**src/rtl/fdiv_pkg.sv**
```systemverilog
`timescale 1ns / 1ps

package fdiv_pkg;

    localparam int DataW     = 32;
    localparam int FracBits  = 16;
    localparam int TestShift = 14;
    // quotient magnitude stays below 2**(TestShift+FracBits) once saturation is ruled out
    localparam int QuoBits   = TestShift + FracBits;
    // partial remainder stays below the divisor magnitude, which is at most 2**(DataW-1)
    localparam int RemW      = DataW - 1;
    // input reg + magnitude + saturation test + one stage per quotient bit + output reg
    localparam int Latency   = QuoBits + 4;

    localparam logic [DataW-1:0] SatPos = {1'b0, {(DataW-1){1'b1}}};
    localparam logic [DataW-1:0] SatNeg = {1'b1, {(DataW-1){1'b0}}};

    typedef struct packed {
        logic valid;
        logic sat;
        logic neg;
    } fdiv_ctl_t;

endpackage

```
**src/rtl/fdiv_step.sv**
```systemverilog
`timescale 1ns / 1ps

module fdiv_step (
    input  logic                         clk,
    input  logic                         rst_n,
    input  fdiv_pkg::fdiv_ctl_t          ctl_in,
    input  logic [fdiv_pkg::RemW-1:0]    rem_in,
    input  logic [fdiv_pkg::QuoBits-1:0] qn_in,
    input  logic [fdiv_pkg::DataW-1:0]   mb_in,
    output fdiv_pkg::fdiv_ctl_t          ctl_out,
    output logic [fdiv_pkg::RemW-1:0]    rem_out,
    output logic [fdiv_pkg::QuoBits-1:0] qn_out,
    output logic [fdiv_pkg::DataW-1:0]   mb_out
);
    import fdiv_pkg::*;

    logic [DataW-1:0]   r2;
    logic [DataW:0]     diff;
    logic               take;
    logic [RemW-1:0]    rem_next;
    logic [QuoBits-1:0] qn_next;
    fdiv_ctl_t          ctl_reg;
    logic [RemW-1:0]    rem_reg;
    logic [QuoBits-1:0] qn_reg;
    logic [DataW-1:0]   mb_reg;

    // restoring step: bring down next numerator bit, trial subtract
    always_comb
    begin
        r2       = {rem_in, qn_in[QuoBits-1]};
        diff     = {1'b0, r2} - {1'b0, mb_in};
        take     = ~diff[DataW];
        rem_next = take ? diff[RemW-1:0] : r2[RemW-1:0];
        qn_next  = {qn_in[QuoBits-2:0], take};
    end

    always_ff @(posedge clk or negedge rst_n)
    begin
        if (!rst_n)
        begin
            ctl_reg <= '0;
        end
        else
        begin
            ctl_reg <= ctl_in;
        end
    end

    always_ff @(posedge clk)
    begin
        rem_reg <= rem_next;
        qn_reg  <= qn_next;
        mb_reg  <= mb_in;
    end

    assign ctl_out = ctl_reg;
    assign rem_out = rem_reg;
    assign qn_out  = qn_reg;
    assign mb_out  = mb_reg;

endmodule

```
**config.mk**
```make
export PLATFORM = sky130hd
export DESIGN_NAME = fdiv_step
export DESIGN_NICKNAME = d
export VERILOG_FILES = /design/src/rtl/fdiv_pkg.sv /design/src/rtl/fdiv_step.sv
export SDC_FILE = /design/constraint.sdc
export NUM_CORES = 1
export LEC_CHECK = 0
export BUFFER_PORTS_ARGS = -buffer_cell sky130_fd_sc_hd__buf_2
export CORE_ASPECT_RATIO = 1.5
export CORE_MARGIN = 5
export CORE_UTILIZATION = 35
export CTS_CLUSTER_DIAMETER = 200
export DETAILED_ROUTE_END_ITERATION = 8
export SLEW_MARGIN = 10
export SYNTH_ARGS = -nofsm -noshare
export SYNTH_HDL_FRONTEND = slang
export SYNTH_SLANG_ARGS = --single-unit
```
**constraint.sdc**
```tcl
create_clock -name clk -period 1.2 [get_ports clk]
set_clock_uncertainty 0.2 [all_clocks]
set_input_delay 0.24 -clock clk [delete_from_list [all_inputs] [get_ports clk]]
set_output_delay 0.24 -clock clk [all_outputs]
set_load 0.05 [all_outputs]
```
==> impl_results.md <==
* Initial antenna violation count at 2
* CP max FO at 5
* Yosys warning count at 0
* Vias per cell at around 4.7
* Syn avg cell area at 11.21 sq um
* Mapped cell area at just over 4000 sq um
* Distinct cells, synth at between 40 and 50
* Rel. slew slack at just over 70%
* Post-synth top flop: dfxtp_1
* Core Box Area at approximately 11000 sq um
* Synth Instances at around 360
* Synth top area share at between 40% and 50%
* Final period util at 215.5%
* DR pass1 iterations at 4
* Remaining global-route overflow at 0
* Sequential area share after synthesis at a little under half
* Slew Limit Fails at 0
* Sequential share of power at between 30 and 40%
* CTS Buffer Depth at 2
* Number of global-route vias before repair at between 4000 and 5000
* Clk sinks at between 90 and 100
* Row count at 48
* Critical Path Start Type: input port
* # setup viols final at about 130
* Share of cells above drive strength 1 at approximately three fifths
* DR WL/cell at around 18 um
* Top cell type by total area after synthesis: dfxtp_1
* Critical path arrival at roughly 2.6 ns
* Leakage at 0.004097 uW
* DR vias at approximately 4200
* Worst Hold Path EP: rem_out[7]
* Largest cells by area after synthesis: dfxtp_1 (46%), ha_1 (9.8%), mux2_4 (9.2%)
* GRT Util Overall at 21.20%
* CP max-delay cell: a211o_1
* Hold path start: rem_in[6]
* Syn nets at 495
* CTS tree: built
* Inserted Clock Buffers at 9
* Reg clk slew, reported paths at around 0.070 ns
* Largest net degree at the start of global routing at 19
* H-tree levels at 3
* Worst setup margin at -1.386 ns
* Final hold slack at -0.06197 ns
* Clk Tree Root Cell: clkbuf_16
* Switching power at 3848 uW
* Status: finished with violations
* Violated checks: hold timing, setup timing
* Setup TNS at -48.79 ns
* Pre-CTS setup slack at -1.844 ns
* Max incr delay on CP at 0.30 ns
* Critical Path End Type: flip-flop
* P&R area growth vs syn at 109.4%
* Routed WL at roughly 16 mm
* RSZ-0062 raised after global routing: true
* Sw frac at 34.48%
* First-pass GRT wire length at around 24 mm
* IO Port Bufs at approximately 190
* Synth async-reset ratio at about 3.1%
* Hold depth at 2
* # fillers at about 710
* Clk network pwr share at about a quarter
* Detailed placer's ending HPWL at between 9 and 10 mm
* Worst path buffer plus inverter count at 4
* Detail Route Antenna Nets at 0
* Comb pwr share at 40.8%
* Synth Register Bits at 96
* Slew of the pin with the lowest slew margin at between 0.4 and 0.5 ns
* Vert. Die Dim at around 140 um
* Initial Utilization at 35.56%
* Post-synth EDFFs at 0
* Crit path required time at roughly 1.2 ns
* Die area at 13960 sq um
* Die W at 98.15 um
* Min cycle time layout at ~2.6 ns
* Min-Delay Path Class: in2reg
* Final hold vios at 1
* Cell Chain, Critical Path: buf_8 > inv_12 > ha_4 > a21o_1 > a211o_1 > o21ai_2 > nand4_1 > a32oi_2 > nand2b_1 > a21oi_2 > o21ai_4 > buf_6 > buf_12 > mux2_4
* Fmax at between 0.3 and 0.4 GHz
* Hold buffer count at CTS at 94
* Final net count at about 880
* GP Congestion at approximately 0.83
* DRC at 0
* P_int at about 7300 uW
* I/O pin total at slightly below 200
* Critical path type: in2reg
* Initial DRC count at ~110
* Peak VDD IR at roughly 0.84 mV
* PwrDens at between 1000 and 1500 nW/um^2
* Cell class contributing the biggest share of worst-path delay: compound AO/OA/AOI/OAI gates
* Ant. Diodes at 0
* Max-Cap Viols at 0
[cells by family after synthesis]
logic type               synth area share (%)
adder cells (fa/ha/maj)                 10.31
flip-flops                              47.48
buffers and inverters                   5.705
AO/OA/AOI/OAI                           14.11
AND/OR/NAND/NOR                         5.644
multiplexers                            10.74
XOR/XNOR                                6.012
[state kept, by name, summed over array words and instances (netlist names)]
name     cells
mb_out      32
rem_out     31
qn_out      30
ctl_out      3
[per-stage QoR]
| step | std cells | total power (uW) | utilization [%] | instance area [sq um] | hold slack, ns |
|---|---|---|---|---|---|
| floorplan | 364 | 5937 | - | 4160 | -0.2556 |
| global placement | 787 | 6979 | 51.71 | 5932 | -0.1638 |
| detailed placement | 787 | 7028 | 51.71 | 5932 | -0.1633 |
| CTS | 904 | 10950 | 72.77 | 8348 | -0.07726 |
| global route | 905 | 11560 | 74.48 | 8543 | -0.06604 |
| finish | 905 | 11160 | 74.48 | 8543 | -0.06197 |
[worst max path at each step]
| stage | startpoint | endpoint | slack [ns] | cells after the start |
|---|---|---|---|---|
| floorplan | mb_in[7] | rem_out[10] | -1.42 | 12 |
| global placement | mb_in[7] | rem_out[7] | -1.73 | 13 |
| detailed placement | mb_in[7] | rem_out[7] | -1.84 | 13 |
| CTS | mb_in[7] | rem_out[26] | -1.38 | 14 |
| global route | mb_in[7] | rem_out[28] | -1.46 | 14 |
| finish | mb_in[7] | rem_out[28] | -1.39 | 14 |
[synth_stat cells (2+ instances only)]
master	number
o21ai_2	3
xnor2_1	20
inv_1	42
nor2b_1	2
clkbuf_1	3
mux2i_1	4
dfrtp_1	3
o21ai_1	2
o21ai_0	8
a21boi_0	3
o21a_1	2
nand2b_1	4
xor2_1	8
a21o_1	13
a31oi_1	6
nand2_1	12
nor2_1	8
and3_1	4
o21bai_1	2
a21oi_1	21
buf_6	5
a21oi_2	5
ha_1	32
nand4_1	5
mux2_4	25
a211oi_1	2
nand3_1	7
o211ai_1	2
dfxtp_1	93
mux2_2	2
[cells in the final DEF (no fill, tap or decap), types with 11 or more instances in the layout]
cell           count
xnor2_1           19
a21oi_1           20
buf_2             93
dlygate4sd3_1     94
buf_4             88
nand2_1           11
ha_1              21
inv_1             38
dfxtp_2           93
buf_8             94
mux2_4            27
a21o_1            13
[metal layers]
| metal | GRT usage, % | part of all wire, % | up-vias |
|---|---|---|---|
| met5 | 0 | 0.11 | - |
| met1 | 20.84 | 34 | 1995 |
| li1 | - | - | 2024 |
| met3 | 5.591 | 5.9 | 34 |
| met2 | 42.18 | 58 | 153 |
| met4 | 7.266 | 2.3 | 4 |
[power groups by stage]
| stage | clock, uW | combinational, uW | sequential, uW |
|---|---|---|---|
| 5_1_grt | 2960 | 4780 | 3820 |
| 3_3_place_gp | 0 | 3330 | 3650 |
| 2_1_floorplan | 0 | 1170 | 4770 |
| 4_1_cts | 2830 | 4350 | 3770 |
| 6_report | 2800 | 4560 | 3800 |
| 3_5_place_dp | 0 | 3380 | 3640 |
[repair_timing]
| action | 4_1_cts | 5_1_grt |
|---|---|---|
| cloned | 3 | 0 |
| gates resized for setup | 382 | 39 |
| endpoints found under the hold margin | 96 | 1 |
| setup buffers | 5 | 3 |
| pin swaps | 8 | 8 |
| setup endpoints to repair | 128 | 128 |
[layout make-up]
cell class              count  area [sq um]  area share [%]
repair buffers            384          3714           43.47
multi-input cells         217          2115           24.75
flip-flops and latches     96          2053           24.03
clock buffers              10         229.0           2.680
well taps                 150         187.7           2.197
inverters                  42         182.7           2.138
clock inverters             6         62.56          0.7323
No activity file was read; power rests on OpenSTA's default activity.
